==> src/hw/rtl/rcsp_pkg.sv <==
`timescale 1ns / 1ps
// ----------------------------------------------------------------------------
// rcsp_pkg
// Shared types and constants of the command stream parser.
// ----------------------------------------------------------------------------
package rcsp_pkg;

   localparam int MAX_ARGS        = 255;
   localparam int MAX_BULK_LENGTH = 65535;
   localparam int COUNTER_BITS    = 24;

   localparam int BYTE_W = 8;
   localparam int ARG_W  = 8;
   localparam int LEN_W  = 16;
   localparam int ACC_W  = $clog2(MAX_BULK_LENGTH + 2);
   localparam int MUL_W  = ACC_W + 4;
   localparam int KIND_W = 2;

   localparam logic [BYTE_W-1:0] CH_STAR   = 8'h2A;
   localparam logic [BYTE_W-1:0] CH_DOLLAR = 8'h24;
   localparam logic [BYTE_W-1:0] CH_CR     = 8'h0D;
   localparam logic [BYTE_W-1:0] CH_LF     = 8'h0A;
   localparam logic [BYTE_W-1:0] CH_ZERO   = 8'h30;
   localparam logic [BYTE_W-1:0] CH_NINE   = 8'h39;

   typedef enum logic [KIND_W-1:0] {
      KIND_PAYLOAD   = 2'd0,
      KIND_ARG_CLOSE = 2'd1,
      KIND_EMPTY_CMD = 2'd2,
      KIND_ERROR     = 2'd3
   } kind_type;

   typedef enum logic {
      ERR_FORMAT = 1'b0,
      ERR_LENGTH = 1'b1
   } err_type;

   typedef enum logic [8:0] {
      PH_STAR    = 9'b000000001,
      PH_ALEN    = 9'b000000010,
      PH_ALEN_LF = 9'b000000100,
      PH_DOLLAR  = 9'b000001000,
      PH_BLEN    = 9'b000010000,
      PH_BLEN_LF = 9'b000100000,
      PH_PAYLOAD = 9'b001000000,
      PH_PCR     = 9'b010000000,
      PH_PLF     = 9'b100000000
   } phase_type;

   typedef struct packed {
      logic                    valid;
      kind_type                kind;
      logic [BYTE_W-1:0]       payload_byte;
      logic [ARG_W-1:0]        arg_index;
      logic [LEN_W-1:0]        arg_length;
      logic                    command_done;
      logic [ARG_W-1:0]        arg_count;
      logic [COUNTER_BITS-1:0] cmd_byte_count;
      err_type                 error_code;
   } result_type;

endpackage

==> src/hw/rtl/rcsp_core.sv <==
`timescale 1ns / 1ps
// ----------------------------------------------------------------------------
// rcsp_core
// Parser state and one-byte step; produces at most one result per byte.
// ----------------------------------------------------------------------------
module rcsp_core (
   input  logic                           clock,
   input  logic                           reset,
   input  logic                           step,
   input  logic [rcsp_pkg::BYTE_W-1:0]    data_byte,
   output rcsp_pkg::result_type           result
);
   import rcsp_pkg::*;

   localparam logic [COUNTER_BITS-1:0] CNT_MAX = {COUNTER_BITS{1'b1}};

   phase_type               phase_ff, phase_in;
   logic [ACC_W-1:0]        acc_ff, acc_in;
   logic                    digit_seen_ff, digit_seen_in;
   logic [ARG_W-1:0]        args_total_ff, args_total_in;
   logic [ARG_W-1:0]        cur_arg_ff, cur_arg_in;
   logic [LEN_W-1:0]        remaining_ff, remaining_in;
   logic [LEN_W-1:0]        plen_ff, plen_in;
   logic [COUNTER_BITS-1:0] cnt_ff, cnt_in;

   logic             is_digit;
   logic [MUL_W-1:0] acc_mul;
   logic [MUL_W-1:0] bound;
   logic             last_arg;

   always_comb begin
      is_digit = (data_byte >= CH_ZERO) && (data_byte <= CH_NINE);
      bound    = (phase_ff == PH_ALEN) ? MUL_W'(MAX_ARGS) : MUL_W'(MAX_BULK_LENGTH);
      acc_mul  = MUL_W'(acc_ff) * MUL_W'(10) + MUL_W'(data_byte - CH_ZERO);
      last_arg = ({1'b0, cur_arg_ff} + 9'd1) >= {1'b0, args_total_ff};
   end

   always_comb begin
      phase_in      = phase_ff;
      acc_in        = acc_ff;
      digit_seen_in = digit_seen_ff;
      args_total_in = args_total_ff;
      cur_arg_in    = cur_arg_ff;
      remaining_in  = remaining_ff;
      plen_in       = plen_ff;

      if (phase_ff == PH_STAR) begin
         cnt_in = COUNTER_BITS'(1);
      end else if (cnt_ff == CNT_MAX) begin
         cnt_in = cnt_ff;
      end else begin
         cnt_in = cnt_ff + COUNTER_BITS'(1);
      end

      result                = '0;
      result.arg_count      = args_total_ff;
      result.cmd_byte_count = cnt_in;

      case (phase_ff)
         PH_STAR: begin
            if (data_byte != CH_STAR) begin
               result.valid      = 1'b1;
               result.kind       = KIND_ERROR;
               result.error_code = ERR_FORMAT;
            end else begin
               phase_in      = PH_ALEN;
               acc_in        = '0;
               digit_seen_in = 1'b0;
            end
         end
         PH_ALEN, PH_BLEN: begin
            if (is_digit) begin
               acc_in        = (acc_mul > bound) ? ACC_W'(bound + MUL_W'(1)) : ACC_W'(acc_mul);
               digit_seen_in = 1'b1;
            end else if (data_byte != CH_CR) begin
               result.valid      = 1'b1;
               result.kind       = KIND_ERROR;
               result.error_code = ERR_LENGTH;
            end else begin
               phase_in = (phase_ff == PH_ALEN) ? PH_ALEN_LF : PH_BLEN_LF;
            end
         end
         PH_ALEN_LF: begin
            if (data_byte != CH_LF || !digit_seen_ff || acc_ff > ACC_W'(MAX_ARGS)) begin
               result.valid      = 1'b1;
               result.kind       = KIND_ERROR;
               result.error_code = ERR_LENGTH;
            end else if (acc_ff == '0) begin
               result.valid        = 1'b1;
               result.kind         = KIND_EMPTY_CMD;
               result.command_done = 1'b1;
               result.arg_count    = '0;
            end else begin
               args_total_in = acc_ff[ARG_W-1:0];
               cur_arg_in    = '0;
               phase_in      = PH_DOLLAR;
            end
         end
         PH_DOLLAR: begin
            if (data_byte != CH_DOLLAR) begin
               result.valid      = 1'b1;
               result.kind       = KIND_ERROR;
               result.error_code = ERR_FORMAT;
            end else begin
               phase_in      = PH_BLEN;
               acc_in        = '0;
               digit_seen_in = 1'b0;
            end
         end
         PH_BLEN_LF: begin
            if (data_byte != CH_LF || !digit_seen_ff
                || acc_ff > ACC_W'(MAX_BULK_LENGTH)) begin
               result.valid      = 1'b1;
               result.kind       = KIND_ERROR;
               result.error_code = ERR_LENGTH;
            end else begin
               plen_in      = acc_ff[LEN_W-1:0];
               remaining_in = acc_ff[LEN_W-1:0];
               phase_in     = (acc_ff[LEN_W-1:0] == '0) ? PH_PCR : PH_PAYLOAD;
            end
         end
         PH_PAYLOAD: begin
            result.valid        = 1'b1;
            result.kind         = KIND_PAYLOAD;
            result.payload_byte = data_byte;
            result.arg_index    = cur_arg_ff;
            result.arg_length   = plen_ff;
            remaining_in        = remaining_ff - LEN_W'(1);
            if (remaining_ff == LEN_W'(1)) begin
               phase_in = PH_PCR;
            end
         end
         PH_PCR: begin
            if (data_byte != CH_CR) begin
               result.valid      = 1'b1;
               result.kind       = KIND_ERROR;
               result.error_code = ERR_FORMAT;
            end else begin
               phase_in = PH_PLF;
            end
         end
         PH_PLF: begin
            if (data_byte != CH_LF) begin
               result.valid      = 1'b1;
               result.kind       = KIND_ERROR;
               result.error_code = ERR_FORMAT;
            end else begin
               result.valid        = 1'b1;
               result.kind         = KIND_ARG_CLOSE;
               result.arg_index    = cur_arg_ff;
               result.arg_length   = plen_ff;
               result.command_done = last_arg;
               if (!last_arg) begin
                  cur_arg_in = cur_arg_ff + ARG_W'(1);
                  phase_in   = PH_DOLLAR;
               end
            end
         end
         default: begin
            result.valid      = 1'b1;
            result.kind       = KIND_ERROR;
            result.error_code = ERR_FORMAT;
         end
      endcase

      // errors and finished commands start over
      if (result.valid && (result.kind == KIND_ERROR || result.kind == KIND_EMPTY_CMD
                           || (result.kind == KIND_ARG_CLOSE && result.command_done))) begin
         phase_in      = PH_STAR;
         acc_in        = '0;
         digit_seen_in = 1'b0;
         args_total_in = '0;
         cur_arg_in    = '0;
         remaining_in  = '0;
         plen_in       = '0;
         cnt_in        = '0;
      end
   end

   always_ff @(posedge clock) begin
      if (reset) begin
         phase_ff      <= PH_STAR;
         acc_ff        <= '0;
         digit_seen_ff <= 1'b0;
         args_total_ff <= '0;
         cur_arg_ff    <= '0;
         remaining_ff  <= '0;
         plen_ff       <= '0;
         cnt_ff        <= '0;
      end else if (step) begin
         phase_ff      <= phase_in;
         acc_ff        <= acc_in;
         digit_seen_ff <= digit_seen_in;
         args_total_ff <= args_total_in;
         cur_arg_ff    <= cur_arg_in;
         remaining_ff  <= remaining_in;
         plen_ff       <= plen_in;
         cnt_ff        <= cnt_in;
      end
   end

endmodule

==> src/hw/rtl/resp_command_stream_parser_top.sv <==
`timescale 1ns / 1ps
// ----------------------------------------------------------------------------
// resp_command_stream_parser_top
// Byte-stream parser for commands framed as arrays of length-prefixed strings.
//
// req_* takes one byte of the command stream per item. rsp_* gives zero or
// one result per byte: a payload byte, an argument close (tlast set on the
// command's last argument), an empty-command done (tlast set) or an error.
// Header bytes (markers, digits, CR, LF) give no result. After an error or a
// finished command the parser waits for the next '*'.
// A byte accepted goes into the input register; one step of the parse state
// then moves its result into the result register.
// Throughput: one byte per cycle unless a result waits with rsp_tready low;
// req then stays ready only while the input register is empty.
// When rsp_tready is low the result holds, the input register fills and
// then req_tready drops.
// Reset (synchronous) empties both registers and returns the parser to
// waiting for '*' with all counters cleared.
// ----------------------------------------------------------------------------
module resp_command_stream_parser_top (
   input  logic        clock,
   input  logic        reset,
   input  logic        req_tvalid,
   output logic        req_tready,
   input  logic [7:0]  req_tdata,   // data_byte
   output logic        rsp_tvalid,
   input  logic        rsp_tready,
   output logic [71:0] rsp_tdata,   // payload_byte, arg_index, arg_length, arg_count,
                                    // cmd_byte_count, error_code, zero fill
   output logic [1:0]  rsp_tuser,   // kind
   output logic        rsp_tlast    // command_done
);
   import rcsp_pkg::*;

   logic              in_valid_ff;
   logic [BYTE_W-1:0] in_byte_ff;
   logic              advance;
   result_type        step_res;
   logic              out_valid_ff;
   result_type        out_res_ff;

   assign advance    = in_valid_ff && (!out_valid_ff || rsp_tready);
   assign req_tready = !in_valid_ff || !out_valid_ff || rsp_tready;

   always_ff @(posedge clock) begin
      if (reset) begin
         in_valid_ff <= 1'b0;
      end else if (req_tready) begin
         in_valid_ff <= req_tvalid;
      end
   end

   always_ff @(posedge clock) begin
      if (req_tready && req_tvalid) begin
         in_byte_ff <= req_tdata;
      end
   end

   rcsp_core u_core (
      .clock     (clock),
      .reset     (reset),
      .step      (advance),
      .data_byte (in_byte_ff),
      .result    (step_res)
   );

   always_ff @(posedge clock) begin
      if (reset) begin
         out_valid_ff <= 1'b0;
      end else if (advance) begin
         out_valid_ff <= step_res.valid;
      end else if (rsp_tready) begin
         out_valid_ff <= 1'b0;
      end
   end

   always_ff @(posedge clock) begin
      if (advance && step_res.valid) begin
         out_res_ff <= step_res;
      end
   end

   assign rsp_tvalid = out_valid_ff;
   assign rsp_tuser  = out_res_ff.kind;
   assign rsp_tlast  = out_res_ff.command_done;
   assign rsp_tdata  = {7'd0,
                        out_res_ff.error_code,
                        out_res_ff.cmd_byte_count,
                        out_res_ff.arg_count,
                        out_res_ff.arg_length,
                        out_res_ff.arg_index,
                        out_res_ff.payload_byte};

endmodule
==> config.mk <==
export PLATFORM = sky130hd
export DESIGN_NAME = resp_command_stream_parser_top
export DESIGN_NICKNAME = d
export VERILOG_FILES = /design/src/hw/rtl/rcsp_pkg.sv /design/src/hw/rtl/rcsp_core.sv /design/src/hw/rtl/resp_command_stream_parser_top.sv
export SDC_FILE = /design/constraint.sdc
export NUM_CORES = 1
export LEC_CHECK = 0
export BUFFER_PORTS_ARGS = -buffer_cell sky130_fd_sc_hd__buf_4
export CAP_MARGIN = 20
export CORE_ASPECT_RATIO = 0.8
export CORE_MARGIN = 1
export CORE_UTILIZATION = 60
export CTS_BUF_LIST = sky130_fd_sc_hd__clkbuf_2 sky130_fd_sc_hd__clkbuf_4 sky130_fd_sc_hd__clkbuf_8
export CTS_CLUSTER_DIAMETER = 150
export DETAILED_ROUTE_END_ITERATION = 6
export PLACE_DENSITY = 0.88
export RECOVER_POWER = 25
export SYNTH_ARGS = -nofsm -noshare
export SYNTH_HDL_FRONTEND = slang
export SYNTH_SLANG_ARGS = --single-unit
export TNS_END_PERCENT = 20
==> constraint.sdc <==
create_clock -name clock -period 10.2 [get_ports clock]
set_input_delay 0.51 -clock clock [delete_from_list [all_inputs] [get_ports clock]]
set_output_delay 0.51 -clock clock [all_outputs]
set_load 0.03 [all_outputs]
[Word-level counts from Yosys, hierarchy flattened]
Cells that the tools add are included.
Cells by class
  $add $sub $neg: 7
  multipliers: 1
  magnitude comparators: 6
  equal/unequal tests: 33
  mux-type cells: 67
  reductions and logical operators: 33
Operators with widths (number)
  $mux W9: 14
  $mux W8: 11
  $mux W17: 5
  $mux W16: 5
  $mux W24: 3
  $pmux W9 S8: 1
  $pmux W17 S3: 1
  $pmux W24 S2: 1
  $pmux W16 S2: 1
  $ne A3 B3 Y1 const B: 10
  $mux W25: 1
  $add A24 B1 Y24 const B: 1
  $eq A24 B24 Y1 const B: 1
  $pmux W3 S8: 1
  $add A21 B21 Y21: 1
  $gt A21 B21 Y1: 1
  $mux W3: 7
  $mul A17 B3 Y20 const B: 1
  $add A17 B1 Y17 const B: 1
  $gt A17 B16 Y1 const B: 1
  $gt A17 B8 Y1 const B: 1
  $logic_not A17 Y1: 1
  $eq A16 B1 Y1 const B: 1
  $logic_not A16 Y1: 1
  41 further kinds: 75
Storage, ports and cells
  bits in registers: 177
  input port bits: 12
  output and inout port bits: 77
  word-level logic and storage cells: 166

[Logic depth before layout (Yosys ltp)]
Gate-level depths: netlist (run 1).
  word-level depth: 11
  depth in mapped cells: 27

[Cells and area by module]
Synthesis (run 1) repeated with hierarchy kept, for this count alone.
Unflattened totals
  cells, all modules: 1107
  area total of the unflattened synthesis: 10453.8 um^2
Modules (own cells, without submodules)
  rcsp_core: instances 1, cells each 1012, area each 8012.7 um^2, sequential area each 1981.9 um^2
  resp_command_stream_parser_top: instances 1, cells each 95, area each 2441.1 um^2, sequential area each 2322.2 um^2

[Worst setup path after synthesis (run 1)]
Ideal clock, no wire load.
  path kind: reg2reg
  from: register u_core.acc_ff[2]
  to: register u_core.acc_ff[1]
  library setup time: 0.059 ns
  data arrival time: 5.529 ns
  required time: 10.141 ns
  setup slack: 4.612 ns
  cell stages (with the launch flop): 28
  buffers on the path: 3
  period minus slack after synthesis: 5.588 ns
  cells stage by stage: dfxtp_1 -> ha_1 -> ha_1 -> a21o_1 -> a21oi_1 -> nor2b_1 -> o21ai_0 -> a21oi_1 -> a21o_1 -> a21oi_1 -> xnor2_1 -> ha_1 -> clkbuf_1 -> nand3_1 -> or3_1 -> and3_1 -> xnor2_1 -> ha_1 -> nand3_1 -> nor4_1 -> and3_1 -> nand4_1 -> a211o_1 -> nor4_2 -> and4_1 -> buf_2 -> buf_6 -> a22o_1
On the way
  cells in the longest elaborated chain, start to end: 10
  elaborated cells between the ends (all ways): 31
  classes of those cells: 1 x add/sub; 1 x mul; 3 x order compare; 6 x eq/ne; 11 x mux; 9 x reduce/logical
RTL lines
  from (decl): RTL line rcsp_core.sv:18  | logic [ACC_W-1:0] acc_ff, acc_in;
  from (signal assigned): RTL line rcsp_core.sv:192  | acc_ff <= acc_in;
  parallel branches: the longest is 10 deep, another holds $add A21 B21 Y21
Several ways; the timed one is not identified. The select of a mux whose other input is x is not followed.
A chain may end at the register's enable or synchronous reset.

[Worst setup path after layout (run 1)]
  from: register u_core.acc_ff[1]
  to: register u_core.acc_ff[4]
The elaborated chain is that of the path after synthesis.

==> impl_metrics.ini, run 1 <==
[placed_design]
place.gp.congestion = 0.921
port_buffers = 81
place_inst = 1366
post-dp-hpwl_um = 17900
dp_slack_ns = 3.93

[logic_synthesis]
yosys-top-cells-area = edfxtp_1 (22%), dfxtp_1 (19%), ha_1 (8.8%), a21oi_1 (4.6%), nor2_1 (4.1%)
synth_area_um2 = 10400
ys_types = 81
synth_seq_cells = 177
syn_inst = 1115
synth_edf_count = 76
synthFlopType = dfxtp_1
async_flop_share = 0
synth_largest_area_cell = edfxtp_1
ys_seq_area_frac = 0.413
yosysWarnings = 0
syn_avg_cell_area_um2 = 9.34
synth_top_area_frac = 0.219

[cells_and_area]
diodes = 0
area_growth_pct = 7.96
drive_gt1_frac = 0.0780
nFillCells = 1281
stdcell_count = 1399
final_common_cell = nor2_1
final_cell_mix = nor2_1 (115), dfxtp_1 (101), a21oi_1 (95)
final_nets = 1253

[critical_path]
rrSetupSlack_ns = 3.81
worstRegToRegCells = 24
path_cells = ha_1 -> ha_1 -> fa_1 -> a211o_1 -> a21oi_1 -> o21ai_0 -> a21oi_1 -> xnor2_1 -> ha_1 -> a21oi_1 -> nand2_1 -> o21ai_1 -> o21bai_1 -> a21oi_1 -> xnor2_1 -> ha_1 -> nand3_1 -> nor4_1 -> and3_1 -> nand4_1 -> a211o_1 -> nor4_2 -> and4_1 -> a22o_1
critPathLaunchType = register
critPathRequiredTime_ns = 10.62
critical_path.startpoint = u_core.acc_ff[1]
cp.arrival_ns = 6.82
crit_type = reg2reg
max_stage_delay_ns = 0.62
cp-end-kind = register
cp_slowest_cell = and4_1
endpoint = u_core.acc_ff[4]
r2r-start = u_core.acc_ff[1]
crit_path_max_fanout = 15
r2r_end = u_core.acc_ff[4]

[global_routing]
grt_pass1_vias = 8229
grt_pass1_wl_um = 42200
grt_max_degree = 75
grt_overflow = 0
antenna_found_initial = 0
grt_use_total = 0.301

[floorplanning]
core_area_um2 = 16800
die_area_um2 = 17900
ios = 89
fp.dieW_um = 149
rows = 42
start_util = 0.621
die_h_um = 120

[power]
power_w = 0.00149
cellPowerDensity_nw_per_um2 = 132
vdd_drop_max_mv = 0.0951
leakagePower_nw = 4.32

[routing]
routed_wl_um = 25900
route.detailed.vias_per_inst = 6.34
drt-pass1-iter-count = 5
ant_nets = 0
routedWlPerCell_um = 18.5
drtIter0Drc = 1171
drc_errors = 0
vias = 8876

[timing]
period_needed_ns = 6.39
finalWorstSetupSlack_ns = 3.81
tns_ns = 0
max_slew_margin = -1.35
rsz0062_at_grt = false
period_share = 0.627
skew_ns = 0.0149
hold_violations = 0
finalSetupViolations = 0
worstMarginPinSlew_ns = 3.52
drv_slew = 75
max_freq_ghz = 0.156

[clock_network]
tritoncts = done
clock_path_buffers = 2
numClockSinks = 177
ctsHtreeMaxLevel = 4
cts_setup_buffers = 0
cts_root_buffer = clkbuf_8
clk_latency_ns = 0.48
cts-buffers-inserted = 17
cts.clk_slew.worst_paths_ns = 0.09
post_cts_resized = 0
ctsHoldBuffers = 0

[status]
outcome = finished with violations
violations = max-capacitance violations, max-slew violations

[run]
max-cap-violations = 1

[hold_path]
holdCritPathClass = in2reg
==> Yosys cell counts, drive strengths merged, types with 4 or more instances <==
| library cell | n |
|---|---|
| and4 | 5 |
| nor3 | 18 |
| or4b | 4 |
| buf | 29 |
| a21oi | 97 |
| a211oi | 8 |
| xor2 | 27 |
| nor2b | 10 |
| o221a | 4 |
| a32oi | 6 |
| and3 | 15 |
| o21ai | 50 |
| inv | 30 |
| mux2i | 11 |
| a21o | 15 |
| or3 | 9 |
| ha | 73 |
| nand3 | 49 |
| nand2b | 14 |
| a22oi | 22 |
| nor2 | 116 |
| and2 | 50 |
| nor4 | 9 |
| o31ai | 6 |
| clkbuf | 33 |
| or4 | 6 |
| o211ai | 6 |
| dfxtp | 101 |
| nor4b | 5 |
| o21a | 7 |
| edfxtp | 76 |
| nand2 | 80 |
| xnor2 | 33 |
| nand3b | 4 |
| nand4 | 19 |
| or2 | 8 |
| a22o | 15 |
| a31oi | 8 |
==> logic make-up (layout without fill, tap and decap cells) <==
logic type | Yosys count | in the layout | synth area share
other | 1 | 7 | 0.000360
xor gates and xnor gates | 60 | 60 | 0.0505
and+or+nand+nor | 428 | 428 | 0.215
DFF | 177 | 177 | 0.413
buffers and inverters | 92 | 150 | 0.0448
adders and majority gates | 75 | 75 | 0.0916
AOI/OAI and AO/OA | 270 | 270 | 0.173
muxes | 12 | 12 | 0.0117
==> cell type report <==
type / instances / area (um2) / area share
flip-flops and latches: 177 / 4300 / 0.383
clock inverters: 15 / 228 / 0.0203
multi-input cells: 852 / 5670 / 0.504
clock buffers: 17 / 234 / 0.0208
inverters: 30 / 113 / 0.0100
repair buffers: 88 / 417 / 0.0371
well taps: 220 / 275 / 0.0245
==> flip-flops by register name (all words and copies together) (netlist names) <==
register,cells
rsp_tlast,1
u_core.phase_ff,9
u_core.plen_ff,16
in_byte_ff,8
rsp_tdata,65
in_valid_ff,1
rsp_tvalid,1
u_core.cur_arg_ff,8
u_core.cnt_ff,24
u_core.acc_ff,17
u_core.args_total_ff,8
u_core.remaining_ff,16
u_core.digit_seen_ff,1
rsp_tuser,2
==> how the worst min path moves through the flow <==
stage / startpoint / to / slack (ns) / cells after the start
after floorplan: u_core.plen_ff[13] / u_core.plen_ff[13] / 0.43 / 2
after global placement: u_core.plen_ff[12] / u_core.plen_ff[12] / 0.44 / 2
after detailed placement: u_core.plen_ff[12] / u_core.plen_ff[12] / 0.45 / 2
after CTS: req_tdata[4] / in_byte_ff[4] / 0.18 / 1
after global routing: req_tdata[4] / in_byte_ff[4] / 0.19 / 1
final: req_tdata[4] / in_byte_ff[4] / 0.22 / 1
==> where the power goes <==
part	leakage (nW)	switching, W	internal, W
clock network	0.229	0.000272	0.000295
registers	1.50	0.0000118	0.000758
logic	2.59	0.000114	0.0000363
total	4.32	0.000398	0.00109
==> metal layers <==
| layer | vias up | wire length [um] | global-route usage |
|---|---|---|---|
| li1 | 4157 | - | - |
| met1 | 4206 | 11900 | 0.439 |
| met2 | 457 | 11100 | 0.448 |
| met3 | 56 | 2360 | 0.0620 |
| met4 | 0 | 517 | 0.0931 |
| met5 | - | 0 | 0 |
==> worst max-delay path, delay by kind of cell (launching register included) <==
kind / cells / cell delay, ns
xor gates and xnor gates: 2 / 0.30
DFF: 1 / 0.46
AOI/OAI and AO/OA: 10 / 2.26
and+or+nand+nor: 7 / 1.75
adders and majority gates: 5 / 1.57
==> metrics by stage <==
step | cell area (um2) | util | hold WS, ns
finish | 11200 | 0.671 | 0.222
global route | 11200 | 0.671 | 0.194
CTS | 11500 | 0.685 | 0.184
detailed placement | 11000 | 0.657 | 0.445
global placement | 11000 | 0.657 | 0.435
floorplan | 10400 | - | 0.427
Power figures use the tool's default switching activity.
==> inputs of run 2 (changes only) <==
- CORE_UTILIZATION: 60 -> 56
- PLACE_DENSITY: 0.88 -> 0.87
- clock period: 10.2 -> 5.15 ns (I/O delays scaled with it)
==> run 2 against run 1 <==
  * The flow finishes with violations (negative setup slack)
  * Non-clock buffer count increased by 48
  * Hold slack worse by 0.20 ns
  * Critical path depth increased by 2
  * Worst setup slack lost 4.0 ns
  * Count of clock-buffer cells in the layout did not move
  * Sequential cell count is the same
  * Largest power group unchanged
==> impl_metrics.ini, run 2 (same netlist as run 1, synthesis figures left out) <==
[clock_network]
clock_path_buffers = 2
cts.clk_slew.worst_paths_ns = 0.10
ctsHtreeMaxLevel = 4
cts-buffers-inserted = 17
cts_root_buffer = clkbuf_8
clk_latency_ns = 0.48
tritoncts = done
numClockSinks = 177

[cells_and_area]
area_growth_pct = 13.9
largest_reg_flops = 65
final_nets = 1301
diodes = 0
final_cell_mix = nor2_1 (115), dfxtp_1 (95), a21oi_1 (88)
drive_gt1_frac = 0.142
final_common_cell = nor2_1

[power]
p_sw_w = 0.000843
clockPowerShare = 0.342
leakagePower_nw = 4.56
vdd_drop_max_mv = 0.174
internal-power_w = 0.00196
cellPowerDensity_nw_per_um2 = 236
comb_power_share = 0.114
swShare = 0.301
seqPwrFrac = 0.544

[floorplanning]
ios = 89
die_area_um2 = 19100
rows = 44
core_area_um2 = 18200
fp.dieW_um = 154
die_h_um = 124
start_util = 0.573

[critical_path]
cp_slowest_cell = dfxtp_4
cp.arrival_ns = 5.78
max_stage_delay_ns = 0.37
critPathRequiredTime_ns = 5.57
worstRegToRegCells = 26
r2r-start = u_core.acc_ff[2]
rrSetupSlack_ns = -0.20
crit_type = reg2reg
worst_path_dominant_cell_family = simple AND/OR/NAND/NOR gates
r2r_end = u_core.acc_ff[6]
cp-end-kind = register
path_depth = 26
cpMostUsedCell = a21oi_2
critPathLaunchType = register
crit_path_max_fanout = 8
path_buf_inv = 2

[timing]
fin_hold_ws_ns = 0.0232
worstMarginPinSlew_ns = 1.06
max_freq_ghz = 0.187
drv_slew = 0
tns_ns = -2.25
max_slew_margin = 0.287
skew_ns = 0.0148
period_share = 1.04
finalSetupViolations = 15
finalWorstSetupSlack_ns = -0.203
period_needed_ns = 5.35
rsz0062_at_grt = true
hold_violations = 0

[global_routing]
grt_overflow = 0
grt_use_total = 0.276
grt_pass1_vias = 8221
grt_pass1_wl_um = 41600
antenna_found_initial = 0
grt_max_degree = 75

[hold_path]
holdCritPathClass = in2reg
holdPathEnd = in_valid_ff
holdPathStages = 3
hp-start = req_tvalid

[placed_design]
port_buffers = 81
post-dp-hpwl_um = 17900
place.gp.congestion = 0.896
dp_slack_ns = -0.158

[status]
violations = negative setup slack
outcome = finished with violations

[routing]
route.detailed.vias_per_inst = 6.11
drtIter0Drc = 889
routed_wl_um = 26000
drt-pass1-iter-count = 7
drc_errors = 0
ant_nets = 0
vias = 8904
routedWlPerCell_um = 17.8

[run]
max-cap-violations = 0
run 2: how the worst max path moves through the flow:
stage / from / end / slack [ns]
after floorplan: u_core.acc_ff[4] / u_core.acc_ff[1] / 0.009
after global placement: u_core.acc_ff[1] / u_core.acc_ff[1] / -0.009
after detailed placement: u_core.acc_ff[2] / u_core.acc_ff[11] / -0.16
after CTS: u_core.acc_ff[2] / u_core.acc_ff[3] / -0.04
after global routing: u_core.acc_ff[2] / u_core.acc_ff[11] / -0.44
final: u_core.acc_ff[2] / u_core.acc_ff[6] / -0.20
run 2: power groups by stage:
stage                     logic (W)  registers (W)  clock network [W]
after floorplan            0.000175        0.00161                  0
after global placement     0.000321        0.00156                  0
after detailed placement   0.000326        0.00156                  0
after CTS                  0.000334        0.00152           0.000961
after global routing       0.000342        0.00153            0.00103
final                      0.000319        0.00152           0.000958
run 2: repair_timing:
item,CTS,global route
hold buffers,8,0
pin swaps,15,4
buffers inserted,3,1
setup endpoints to repair,17,17
hold endpoints to repair,8,0
cloned,1,0
resized for setup,33,5
run 2: area by class of cell:
cell class,instances,area (um2)
Clock inverter,15,161
Clock buffer,17,234
Sequential cell,177,4320
Timing Repair Buffer,136,868
Inverter,30,113
Fill cell,1471,6300
Tap cell,230,288
Multi-Input combinational cell,852,5880
run 2: metrics by stage:
stage / power, W / cells / utilization / area, um2
after floorplan: 0.00179 / 1121 / - / 10500
after global placement: 0.00188 / 1410 / 0.624 / 11300
after detailed placement: 0.00188 / 1410 / 0.624 / 11300
after CTS: 0.00282 / 1454 / 0.663 / 12000
after global routing: 0.00290 / 1457 / 0.653 / 11900
final: 0.00280 / 1457 / 0.653 / 11900
run 2: worst reg2reg max path, cell delays in order (launching register included):
cell,delay [ns]
dfxtp_4,0.37
ha_4,0.29
ha_4,0.19
a21o_1,0.16
a21oi_2,0.16
nor2b_1,0.08
o21ai_2,0.19
a21oi_2,0.09
a21o_1,0.21
a21oi_2,0.16
xnor2_1,0.10
ha_1,0.32
nand3_2,0.09
or3_1,0.36
and3_4,0.20
xnor2_2,0.14
ha_1,0.33
nand3_2,0.09
nor4_1,0.20
and3_1,0.19
nand4_1,0.14
a211o_1,0.33
nor4_4,0.24
and4_4,0.32
buf_6,0.12
buf_12,0.11
a22o_1,0.12
run 2: metal layers:
| layer | track usage | vias up | share of wire |
|---|---|---|---|
| met3 | 0.0539 | 42 | 0.075 |
| met5 | 0 | - | 0 |
| met2 | 0.436 | 377 | 0.45 |
| li1 | - | 4255 | - |
| met4 | 0.0897 | 0 | 0.016 |
| met1 | 0.384 | 4230 | 0.46 |
